`src/design/gpsm_pkg.sv`:
```
// Shared constants, widths, state encoding and unit interface types for the gyro steering mixer.
package gpsm_pkg;

	// Field widths.
	localparam int SAMPLE_BITS = 10;
	localparam int FRAC_BITS   = 4;
	localparam int IN_W        = 16;
	localparam int DUTY_W      = 8;

	// Controller constants.
	localparam int GYRO_RANGE   = 2000;
	localparam int RANGE_W      = 11;
	localparam int WINDUP_LIMIT = 7500;
	localparam int WINDUP_W     = 13;
	localparam int CMD_LIMIT    = 100;
	localparam int CMD_LIM_W    = 7;
	localparam int DUTY_FULL    = 255;
	localparam int P_GAIN       = 19661;
	localparam int I_GAIN       = 1311;
	localparam int GAIN_W       = 15;
	localparam int GAIN_SHIFT   = 16;
	localparam int ZERO_RESET   = 512;

	// Scaled constants in the fixed-point format.
	localparam int RATE_SCALE = GYRO_RANGE << FRAC_BITS;
	localparam int WINDUP_Q   = WINDUP_LIMIT << FRAC_BITS;
	localparam int CMD_LIM_Q  = CMD_LIMIT << FRAC_BITS;

	// Duty scaling by the command limit, 25 * 2^(FRAC_BITS + 2): the power-of-two part is a
	// shift and the division by 25 is a multiplication by ceil(2^17 / 25), exact for the
	// shifted numerator range of at most 255 * 25.
	localparam int DUTY_PRE_SHIFT = FRAC_BITS + 2;
	localparam int DUTY_RECIP     = 5243;
	localparam int DUTY_SHIFT     = 17;

	// Divider sizing: the divider serves the rate scaling only.
	localparam int RATE_NUM_W = SAMPLE_BITS + RANGE_W + FRAC_BITS;
	localparam int DUTY_NUM_W = CMD_LIM_W + FRAC_BITS + DUTY_W;
	localparam int DIV_W      = RATE_NUM_W;
	localparam int DEN_W      = SAMPLE_BITS;
	localparam int DIV_STEPS  = 2;
	localparam int DIV_CYC    = (DIV_W + DIV_STEPS - 1) / DIV_STEPS;
	localparam int DIV_PW     = DIV_CYC * DIV_STEPS;
	localparam int DIV_CNT_W  = $clog2(DIV_CYC + 1);

	// Datapath widths.
	localparam int RATE_W  = DIV_W + 1;
	localparam int TGT_W   = IN_W + FRAC_BITS;
	localparam int ERR_W   = ((TGT_W > RATE_W) ? TGT_W : RATE_W) + 1;
	localparam int ES_W    = WINDUP_W + FRAC_BITS + 1;
	localparam int SUM_W   = ((ERR_W > ES_W) ? ERR_W : ES_W) + 1;
	localparam int MUL_A_W = (SAMPLE_BITS > SUM_W) ? SAMPLE_BITS : SUM_W;
	localparam int MUL_B_W = (RANGE_W + FRAC_BITS > GAIN_W) ? RANGE_W + FRAC_BITS : GAIN_W;
	localparam int PROD_W  = MUL_A_W + MUL_B_W;
	localparam int TERM_W  = SUM_W;
	localparam int MIX_W   = TERM_W + 1;
	localparam int PWR_W   = IN_W + FRAC_BITS;
	localparam int CMD_W   = ((MIX_W > PWR_W) ? MIX_W : PWR_W) + 1;
	localparam int LIM_W   = CMD_LIM_W + FRAC_BITS;

	// Sequencer states.
	typedef enum logic [3:0] {
		ST_IDLE,
		ST_SCALE,
		ST_RSTART,
		ST_RATE,
		ST_PGAIN,
		ST_IGAIN,
		ST_MIX,
		ST_CMD,
		ST_LSTART,
		ST_LDUTY,
		ST_RDUTY,
		ST_PUT
	} seq_state_t;

	// Divider request and response.
	typedef struct packed {
		logic             start;
		logic [DIV_W-1:0] num;
		logic [DEN_W-1:0] den;
	} div_req_t;

	typedef struct packed {
		logic             done;
		logic [DIV_W-1:0] quo;
	} div_rsp_t;

	// Multiplier operands.
	typedef struct packed {
		logic [MUL_A_W-1:0] a;
		logic [MUL_B_W-1:0] b;
	} mul_req_t;

endpackage

```
`src/design/gpsm_div.sv`:
```
// Shared iterative unsigned divider, two restoring quotient bits per cycle.
module gpsm_div
	import gpsm_pkg::*;
(
	input  logic     clk,
	input  logic     arst_n,
	input  div_req_t req,
	output div_rsp_t rsp
);

	logic                 busy_q;
	logic                 done_q;
	logic [DIV_CNT_W-1:0] cnt_q;
	logic [DEN_W-1:0]     rem_q;
	logic [DIV_PW-1:0]    quo_q;
	logic [DEN_W-1:0]     den_q;
	logic [DEN_W-1:0]     rem_n;
	logic [DIV_PW-1:0]    quo_n;
	logic [DEN_W:0]       trial;

	// Two restoring steps: shift in the next numerator bit, subtract when it fits.
	always_comb begin
		rem_n = rem_q;
		quo_n = quo_q;
		trial = '0;
		for (int i = 0; i < DIV_STEPS; i++) begin
			trial = {rem_n, quo_n[DIV_PW-1]};
			quo_n = {quo_n[DIV_PW-2:0], 1'b0};
			if (trial >= {1'b0, den_q}) begin
				rem_n    = DEN_W'(trial - {1'b0, den_q});
				quo_n[0] = 1'b1;
			end else begin
				rem_n = trial[DEN_W-1:0];
			end
		end
	end

	// Iteration control; done pulses for one cycle after the last step.
	always_ff @(posedge clk or negedge arst_n) begin
		if (!arst_n) begin
			busy_q <= 1'b0;
			done_q <= 1'b0;
			cnt_q  <= '0;
		end else if (req.start) begin
			busy_q <= 1'b1;
			done_q <= 1'b0;
			cnt_q  <= '0;
		end else if (busy_q) begin
			if (cnt_q == DIV_CNT_W'(DIV_CYC - 1)) begin
				busy_q <= 1'b0;
				done_q <= 1'b1;
			end
			cnt_q <= cnt_q + 1'b1;
		end else begin
			done_q <= 1'b0;
		end
	end

	// Remainder and numerator/quotient shift register.
	always_ff @(posedge clk) begin
		if (req.start) begin
			rem_q <= '0;
			quo_q <= DIV_PW'(req.num);
			den_q <= req.den;
		end else if (busy_q) begin
			rem_q <= rem_n;
			quo_q <= quo_n;
		end
	end

	assign rsp.done = done_q;
	assign rsp.quo  = quo_q[DIV_W-1:0];

endmodule

```
`src/design/gpsm_mul.sv`:
```
// Shared unsigned multiplier with a registered product.
module gpsm_mul
	import gpsm_pkg::*;
(
	input  logic              clk,
	input  mul_req_t          req,
	output logic [PROD_W-1:0] prod
);

	logic [PROD_W-1:0] prod_q;

	// One product per cycle, taken from the product register by the sequencer in the following state.
	always_ff @(posedge clk) begin
		prod_q <= PROD_W'(req.a) * PROD_W'(req.b);
	end

	assign prod = prod_q;

endmodule

```
`src/design/gyro_pi_steering_motor_mixer_unit.sv`:
```
// Top level: sequencer and datapath of the gyro PI steering controller and motor mixer.
//
// Each accepted word carries a raw gyro sample, a drive power and a yaw-rate target, and
// yields one word of four motor duty bytes. The block works on one word at a time and holds
// in_stall high from acceptance until its result is loaded into the output register; the
// next word can be accepted on the cycle after that. The time per word is set by the
// shared divider, which runs one pass per word for the rate scaling at two quotient bits
// per cycle, and by the shared multiplier, which serves the rate scaling, both gains and
// the two duty scalings one after the other. A finished word waits in the output register
// while a new word is accepted. The user is to write gyro_zero through cfg_wr_en and
// cfg_wr_data only while the block is idle; the block itself does not enforce this. A value
// of zero is treated as one.
module gyro_pi_steering_motor_mixer_unit
	import gpsm_pkg::*;
(
	input  logic                          clk,
	input  logic                          arst_n,
	input  logic                          cfg_wr_en,
	input  logic        [SAMPLE_BITS-1:0] cfg_wr_data,
	input  logic                          in_valid,
	output logic                          in_stall,
	input  logic        [SAMPLE_BITS-1:0] gyro_sample,
	input  logic signed [IN_W-1:0]        drive_power,
	input  logic signed [IN_W-1:0]        yaw_target,
	output logic                          out_valid,
	input  logic                          out_stall,
	output logic        [DUTY_W-1:0]      left_forward,
	output logic        [DUTY_W-1:0]      left_backward,
	output logic        [DUTY_W-1:0]      right_forward,
	output logic        [DUTY_W-1:0]      right_backward
);

	seq_state_t state_q;
	seq_state_t state_d;

	logic [SAMPLE_BITS-1:0] zero_q;
	logic signed [ES_W-1:0] es_q;
	logic                   out_valid_q;

	logic [SAMPLE_BITS-1:0]   diff_mag_q;
	logic                     diff_neg_q;
	logic signed [IN_W-1:0]   power_q;
	logic signed [IN_W-1:0]   target_q;
	logic signed [ERR_W-1:0]  err_q;
	logic signed [TERM_W-1:0] p_term_q;
	logic signed [MIX_W-1:0]  mix_q;
	logic [LIM_W-1:0]         lmag_q;
	logic                     lpos_q;
	logic [LIM_W-1:0]         rmag_q;
	logic                     rpos_q;
	logic [DUTY_W-1:0]        lduty_q;
	logic [DUTY_W-1:0]        rduty_q;
	logic [DUTY_W-1:0]        lf_q;
	logic [DUTY_W-1:0]        lb_q;
	logic [DUTY_W-1:0]        rf_q;
	logic [DUTY_W-1:0]        rb_q;

	logic in_accept;
	logic out_free;

	logic [SAMPLE_BITS-1:0]   zero_eff;
	logic signed [SAMPLE_BITS:0] diff;
	logic [SAMPLE_BITS:0]     diff_abs;
	logic signed [RATE_W-1:0] rate;
	logic signed [TGT_W-1:0]  tgt_fx;
	logic signed [ERR_W-1:0]  err_d;
	logic [ERR_W-1:0]         err_abs;
	logic [ES_W-1:0]          es_abs;
	logic signed [SUM_W-1:0]  sum;
	logic                     windup;
	logic signed [TERM_W-1:0] term_mag;
	logic signed [TERM_W-1:0] p_term_d;
	logic signed [TERM_W-1:0] i_term;
	logic signed [CMD_W-1:0]  pw_fx;
	logic signed [CMD_W-1:0]  left_cmd;
	logic signed [CMD_W-1:0]  right_cmd;
	logic [LIM_W:0]           left_lim;
	logic [LIM_W:0]           right_lim;
	logic [DUTY_NUM_W-1:0]    lnum;
	logic [DUTY_NUM_W-1:0]    rnum;

	div_req_t          div_req;
	div_rsp_t          div_rsp;
	mul_req_t          mul_req;
	logic [PROD_W-1:0] prod;

	// Clamp a command to the limit; returns the positive flag over the magnitude.
	function automatic logic [LIM_W:0] cmd_clamp(input logic signed [CMD_W-1:0] cmd);
		logic signed [CMD_W-1:0] lim;
		logic [CMD_W-1:0]        mag;
		lim = CMD_W'(CMD_LIM_Q);
		mag = cmd[CMD_W-1] ? CMD_W'(-cmd) : CMD_W'(cmd);
		if (cmd > lim) begin
			return {1'b1, LIM_W'(CMD_LIM_Q)};
		end else if (cmd < -lim) begin
			return {1'b0, LIM_W'(CMD_LIM_Q)};
		end else begin
			return {(!cmd[CMD_W-1]) && (cmd != '0), mag[LIM_W-1:0]};
		end
	endfunction

	gpsm_div u_div (
		.clk    (clk),
		.arst_n (arst_n),
		.req    (div_req),
		.rsp    (div_rsp)
	);

	gpsm_mul u_mul (
		.clk  (clk),
		.req  (mul_req),
		.prod (prod)
	);

	// Handshake.
	assign in_stall  = (state_q != ST_IDLE);
	assign in_accept = in_valid && !in_stall;
	assign out_free  = !out_valid_q || !out_stall;

	// Sample offset from the zero reading.
	always_comb begin
		zero_eff = (zero_q == '0) ? SAMPLE_BITS'(1) : zero_q;
		diff     = $signed({1'b0, gyro_sample}) - $signed({1'b0, zero_eff});
		diff_abs = diff[SAMPLE_BITS] ? (SAMPLE_BITS + 1)'(-diff) : (SAMPLE_BITS + 1)'(diff);
	end

	// Rate error, integral update with reset on windup, and gain terms.
	always_comb begin
		rate     = diff_neg_q ? -$signed({1'b0, div_rsp.quo}) : $signed({1'b0, div_rsp.quo});
		tgt_fx   = TGT_W'(target_q) <<< FRAC_BITS;
		err_d    = ERR_W'(tgt_fx) - ERR_W'(rate);
		err_abs  = err_q[ERR_W-1] ? ERR_W'(-err_q) : ERR_W'(err_q);
		es_abs   = es_q[ES_W-1] ? ES_W'(-es_q) : ES_W'(es_q);
		sum      = SUM_W'(es_q) + SUM_W'(err_q);
		windup   = (sum > SUM_W'(WINDUP_Q)) || (sum < -SUM_W'(WINDUP_Q));
		term_mag = $signed(TERM_W'(prod >> GAIN_SHIFT));
		p_term_d = err_q[ERR_W-1] ? -term_mag : term_mag;
		i_term   = es_q[ES_W-1] ? -term_mag : term_mag;
	end

	// Motor commands and the duty numerators.
	always_comb begin
		pw_fx     = CMD_W'(power_q) <<< FRAC_BITS;
		left_cmd  = pw_fx - CMD_W'(mix_q);
		right_cmd = pw_fx + CMD_W'(mix_q);
		left_lim  = cmd_clamp(left_cmd);
		right_lim = cmd_clamp(right_cmd);
		lnum      = DUTY_NUM_W'({lmag_q, DUTY_W'(0)}) - DUTY_NUM_W'(lmag_q);
		rnum      = DUTY_NUM_W'({rmag_q, DUTY_W'(0)}) - DUTY_NUM_W'(rmag_q);
	end

	// Sequencer state register.
	always_ff @(posedge clk or negedge arst_n) begin
		if (!arst_n) begin
			state_q <= ST_IDLE;
		end else begin
			state_q <= state_d;
		end
	end

	// Next state and requests to the shared units.
	always_comb begin
		state_d       = state_q;
		div_req.start = 1'b0;
		div_req.num   = '0;
		div_req.den   = '0;
		mul_req.a     = '0;
		mul_req.b     = '0;
		case (state_q)
			ST_IDLE: begin
				if (in_accept) begin
					state_d = ST_SCALE;
				end
			end
			ST_SCALE: begin
				mul_req.a = MUL_A_W'(diff_mag_q);
				mul_req.b = MUL_B_W'(RATE_SCALE);
				state_d   = ST_RSTART;
			end
			ST_RSTART: begin
				div_req.start = 1'b1;
				div_req.num   = DIV_W'(prod);
				div_req.den   = DEN_W'(zero_eff);
				state_d       = ST_RATE;
			end
			ST_RATE: begin
				if (div_rsp.done) begin
					state_d = ST_PGAIN;
				end
			end
			ST_PGAIN: begin
				mul_req.a = MUL_A_W'(err_abs);
				mul_req.b = MUL_B_W'(P_GAIN);
				state_d   = ST_IGAIN;
			end
			ST_IGAIN: begin
				mul_req.a = MUL_A_W'(es_abs);
				mul_req.b = MUL_B_W'(I_GAIN);
				state_d   = ST_MIX;
			end
			ST_MIX: begin
				state_d = ST_CMD;
			end
			ST_CMD: begin
				state_d = ST_LSTART;
			end
			ST_LSTART: begin
				mul_req.a = MUL_A_W'(lnum >> DUTY_PRE_SHIFT);
				mul_req.b = MUL_B_W'(DUTY_RECIP);
				state_d   = ST_LDUTY;
			end
			ST_LDUTY: begin
				mul_req.a = MUL_A_W'(rnum >> DUTY_PRE_SHIFT);
				mul_req.b = MUL_B_W'(DUTY_RECIP);
				state_d   = ST_RDUTY;
			end
			ST_RDUTY: begin
				state_d = ST_PUT;
			end
			ST_PUT: begin
				if (out_free) begin
					state_d = ST_IDLE;
				end
			end
			default: begin
				state_d = ST_IDLE;
			end
		endcase
	end

	// Zero register, kept integral and output valid.
	always_ff @(posedge clk or negedge arst_n) begin
		if (!arst_n) begin
			zero_q      <= SAMPLE_BITS'(ZERO_RESET);
			es_q        <= '0;
			out_valid_q <= 1'b0;
		end else begin
			if (cfg_wr_en) begin
				zero_q <= cfg_wr_data;
			end
			if (state_q == ST_PGAIN) begin
				es_q <= windup ? '0 : ES_W'(sum);
			end
			if ((state_q == ST_PUT) && out_free) begin
				out_valid_q <= 1'b1;
			end else if (!out_stall) begin
				out_valid_q <= 1'b0;
			end
		end
	end

	// Datapath registers, loaded in the state that produces each value.
	always_ff @(posedge clk) begin
		if (in_accept) begin
			diff_mag_q <= diff_abs[SAMPLE_BITS-1:0];
			diff_neg_q <= diff[SAMPLE_BITS];
			power_q    <= drive_power;
			target_q   <= yaw_target;
		end
		if ((state_q == ST_RATE) && div_rsp.done) begin
			err_q <= err_d;
		end
		if (state_q == ST_IGAIN) begin
			p_term_q <= p_term_d;
		end
		if (state_q == ST_MIX) begin
			mix_q <= MIX_W'(p_term_q) + MIX_W'(i_term);
		end
		if (state_q == ST_CMD) begin
			lpos_q <= left_lim[LIM_W];
			lmag_q <= left_lim[LIM_W-1:0];
			rpos_q <= right_lim[LIM_W];
			rmag_q <= right_lim[LIM_W-1:0];
		end
		if (state_q == ST_LDUTY) begin
			lduty_q <= DUTY_W'(prod >> DUTY_SHIFT);
		end
		if (state_q == ST_RDUTY) begin
			rduty_q <= DUTY_W'(prod >> DUTY_SHIFT);
		end
		if ((state_q == ST_PUT) && out_free) begin
			lf_q <= lpos_q ? lduty_q : '0;
			lb_q <= lpos_q ? '0 : lduty_q;
			rf_q <= rpos_q ? rduty_q : '0;
			rb_q <= rpos_q ? '0 : rduty_q;
		end
	end

	assign out_valid      = out_valid_q;
	assign left_forward   = lf_q;
	assign left_backward  = lb_q;
	assign right_forward  = rf_q;
	assign right_backward = rb_q;

endmodule
```
`config.mk`:
```
export PLATFORM = sky130hd
export DESIGN_NAME = gyro_pi_steering_motor_mixer_unit
export DESIGN_NICKNAME = d
export VERILOG_FILES = /design/src/design/gpsm_pkg.sv /design/src/design/gpsm_div.sv /design/src/design/gpsm_mul.sv /design/src/design/gyro_pi_steering_motor_mixer_unit.sv
export SDC_FILE = /design/constraint.sdc
export NUM_CORES = 2
export LEC_CHECK = 0
export BUFFER_PORTS_ARGS = -buffer_cell sky130_fd_sc_hd__clkbuf_2
export CELL_PAD_IN_SITES_DETAIL_PLACEMENT = 1
export CELL_PAD_IN_SITES_GLOBAL_PLACEMENT = 2
export CORE_UTILIZATION = 35
export DETAILED_ROUTE_END_ITERATION = 10
export GPL_ROUTABILITY_DRIVEN = 0
export HOLD_SLACK_MARGIN = 0.06
export PLACE_DENSITY = 0.73
export SETUP_SLACK_MARGIN = 0.2
export SLEW_MARGIN = 20
export SYNTH_ARGS = -nofsm -noshare
export SYNTH_HDL_FRONTEND = slang
export SYNTH_SLANG_ARGS = --single-unit
```
`constraint.sdc`:
```
create_clock -name clk -period 10.1 [get_ports clk]
set_input_delay 1.515 -clock clk [delete_from_list [all_inputs] [get_ports clk]]
set_output_delay 1.515 -clock clk [all_outputs]
set_load 0.005 [all_outputs]
```
==> results.toml <==
[outcome]
status = "complete, no violations"

[clock_tree]
clk_pin_slew_ps = 60
cts.sinks = 326
h-tree-depth = 2
hold_buffers = 0
insertion_delay_ps = 620
numCtsBuffers = 43
clockBufferDepth = 3
cts-root-buf = "clkbuf_16"
post-cts-setup-buffer-count = 0
cts_tree = "built"

[timing]
min_period_ps = 9264
slew_headroom = 0.2665
drv_slew = 0
max_freq_ghz = 0.1079
setup_violations = 0
fin_setup_tns_ps = 0
final.period_utilization = 0.9173
final_hold_viol_count = 0
skew_ps = 18.19
max_slew.worst_pin.slew_ps = 1070
rsz0062_at_grt = "no"

[cells_and_area]
syn_to_final_growth_pct = 10.93
register_area_mm2 = 0.009066
antennaDiodeCount = 0
nets = 4431
multi_input_area_mm2 = 0.02264
fill_cells = 11040
drive_above_1_share = 0.06831

[synthesis]
postSynthCellCount = 3624
synth_compound_area_frac = 0.1343
ys_seq_elements = 326
netlist_area_mm2 = 0.03385
synth-edff-count = 234
synth_top_family_by_area = "adder cells"
synth_flop_cell = "edfxtp_1"
synth_xor_area_frac = 0.08149
synth_commonest_cells = "inv_1 (552), nand2_1 (341), fa_1 (302), ha_1 (301), edfxtp_1 (234)"
synth_top_area_cell = "edfxtp_1"
muxShareOfSynthArea = 0.006061
synth_adder_area_share = 0.2898
async_reset_ff_frac = 0.1196
synth_area_leaders = "edfxtp_1 (21%), fa_1 (18%), ha_1 (11%)"
synth_seq_area_share = 0.2678
synth.top_cell.area_share = 0.2076
synth_cell_types = 99
yosys_warnings = 0
synthSimpleGateAreaFrac = 0.1472
yosysMostFrequentCell = "inv_1"
synth_area_per_cell_um2 = 9.342

[placement]
io_buffers = 90
dp_hpwl_um = 81500

[power]
p_switching_w = 0.004871
internal_power_w = 0.005482
power_w = 0.01035
clkPwrFrac = 0.158
combPwrFrac = 0.619
power.density_mw_per_mm2 = 275.7
pwr-share-seq = 0.223
p_leak_nw = 17.45
vdd_drop_max_v = 0.0001564
swShare = 0.4705

[floorplanning]
die_h_um = 313.0
dieWidth_um = 313.0
core_region_area_mm2 = 0.09544
dieArea_mm2 = 0.09797
fp-row-count = 113
io_pins = 91
initial_core_util = 0.3547

[worst_setup_path]
worstPathArrival_ps = 9790
cp_data_required_time_ps = 10630
cp_slowest_stage_delay_ps = 730
crit_path_top_delay_cell = "nor3_1"
cp-start-kind = "flop"
end_kind = "flop"
cpMostUsedCell = "fa_1"
worstSetupPathType = "reg -> reg"
worstPathMaxFanout = 5

[run]
maxCapViolCount = 0

[global_routing]
grt_max_degree = 49
overflow = 0
grt_pass1_wl_um = 153600
gr-usage-all-layers = 0.2013
antenna_found_initial = 4
grt_pass1_vias = 26710

[route]
vias = 25590
antenna_left = 0
routed_wl_um = 98190
drc = 0
firstDrtPassIters = 5
vias_per_cell = 5.047
routedWlPerCell_um = 19.36
first_iter_violations = 1211

[hold_path]
hold_class = "reg -> reg"
power groups by stage:
stage               Clock, W  Combinational (W)  Sequential (W)
floorplan                  0            0.00474         0.00214
global placement           0            0.00636         0.00232
detailed placement         0            0.00643         0.00233
CTS                  0.00169            0.00649         0.00231
global route         0.00173            0.00725         0.00235
finish               0.00164            0.00641         0.00231
registers in the layout (all words and copies together) (netlist names), 11 cells and up:
| register | count |
|---|---|
| power_q | 16 |
| target_q | 16 |
| lmag_q | 11 |
| mix_q | 29 |
| es_q | 18 |
| err_q | 27 |
| u_mul.prod | 42 |
| u_div.quo_q | 26 |
| p_term_q | 28 |
| rmag_q | 11 |
stage by stage:
stage                     utilization  hold WS [ps]  setup slack (ps)  std cells  instance area (um^2)
after global placement         0.3773         467.4             341.4       4991                 36010
final                          0.3935         482.2             835.7       5071                 37550
after floorplan                     -         440.9              1332       3694                 34120
after CTS                      0.3931         486.4             174.7       5071                 37520
after detailed placement       0.3773         478.1             94.13       4991                 36010
after global routing           0.3935         513.4             211.2       5071                 37550
cell families after synthesis:
logic type	after synthesis
other	2
muxes	20
DFF	326
AOI/OAI and AO/OA	702
buffers and inverters	642
adders and majority gates	603
xor gates and xnor gates	315
and+or+nand+nor	1014
metal layers:
metal / track usage / wire length, um / share of wire / vias to the layer above
met3: 0.02561 / 3407 / 0.035 / 87
met5: 0 / 13 / 0.00013 / -
li1: - / - / - / 12400
met2: 0.3172 / 44090 / 0.45 / 332
met4: 0.04002 / 1817 / 0.019 / 2
met1: 0.2951 / 48850 / 0.50 / 12770
worst max-delay path: cells and delay by family, from the launching register on:
kind	cells	cell delay [ps]
and+or+nand+nor	4	1770
buffers and inverters	5	390
xor gates and xnor gates	2	350
AOI/OAI and AO/OA	15	3130
adders and majority gates	7	3070
DFF	1	430
final cells by class:
cell class / instances / share of cell area
Multi-Input combinational cell: 2726 / 0.6030
Sequential cell: 326 / 0.2414
Inverter: 553 / 0.05528
Tap cell: 1265 / 0.04215
Clock buffer: 64 / 0.03462
Timing Repair Buffer: 121 / 0.01819
Clock inverter: 16 / 0.005331
final timing paths:
kind	end	slack [ps]	startpoint	cells after the start
worst max-delay path	u_mul.prod[41]$_DFF_P_	840	lmag_q[5]$_SDFFCE_PP0P_	33
worst min-delay path	u_div.rem_q[9]$_SDFFE_PP0P_	480	u_div.rem_q[9]$_SDFFE_PP0P_	2
worst max register to register	u_mul.prod[41]$_DFF_P_	840	lmag_q[5]$_SDFFCE_PP0P_	33
worst min register to register	u_div.rem_q[9]$_SDFFE_PP0P_	480	u_div.rem_q[9]$_SDFFE_PP0P_	2
max in group asynchronous	es_q[17]$_DFFE_PN0P_	8670	arst_n	2
min in group asynchronous	u_div.cnt_q[1]$_DFFE_PN0P_	980	arst_n	2
cell usage in the layout, fill, tap and decap left out, types with 52 or more instances in the layout:
master	count
dfxtp_1	53
and2_1	57
inv_1	552
edfxtp_1	234
nor3_1	69
nor2b_1	52
clkbuf_2	90
fa_1	302
nand2_1	341
a21oi_1	161
ha_1	301
xor2_1	113
nor2_1	206
a21o_1	79
nand2b_1	68
o21ai_0	172
conb_1	72
xnor2_1	202
repair_timing:
item | 4_1_cts | 5_1_grt
cloned | 0 | 0
setup endpoints to repair | 3 | 9
gates resized for setup | 2 | 8
No activity file was read; power rests on OpenSTA's default activity.
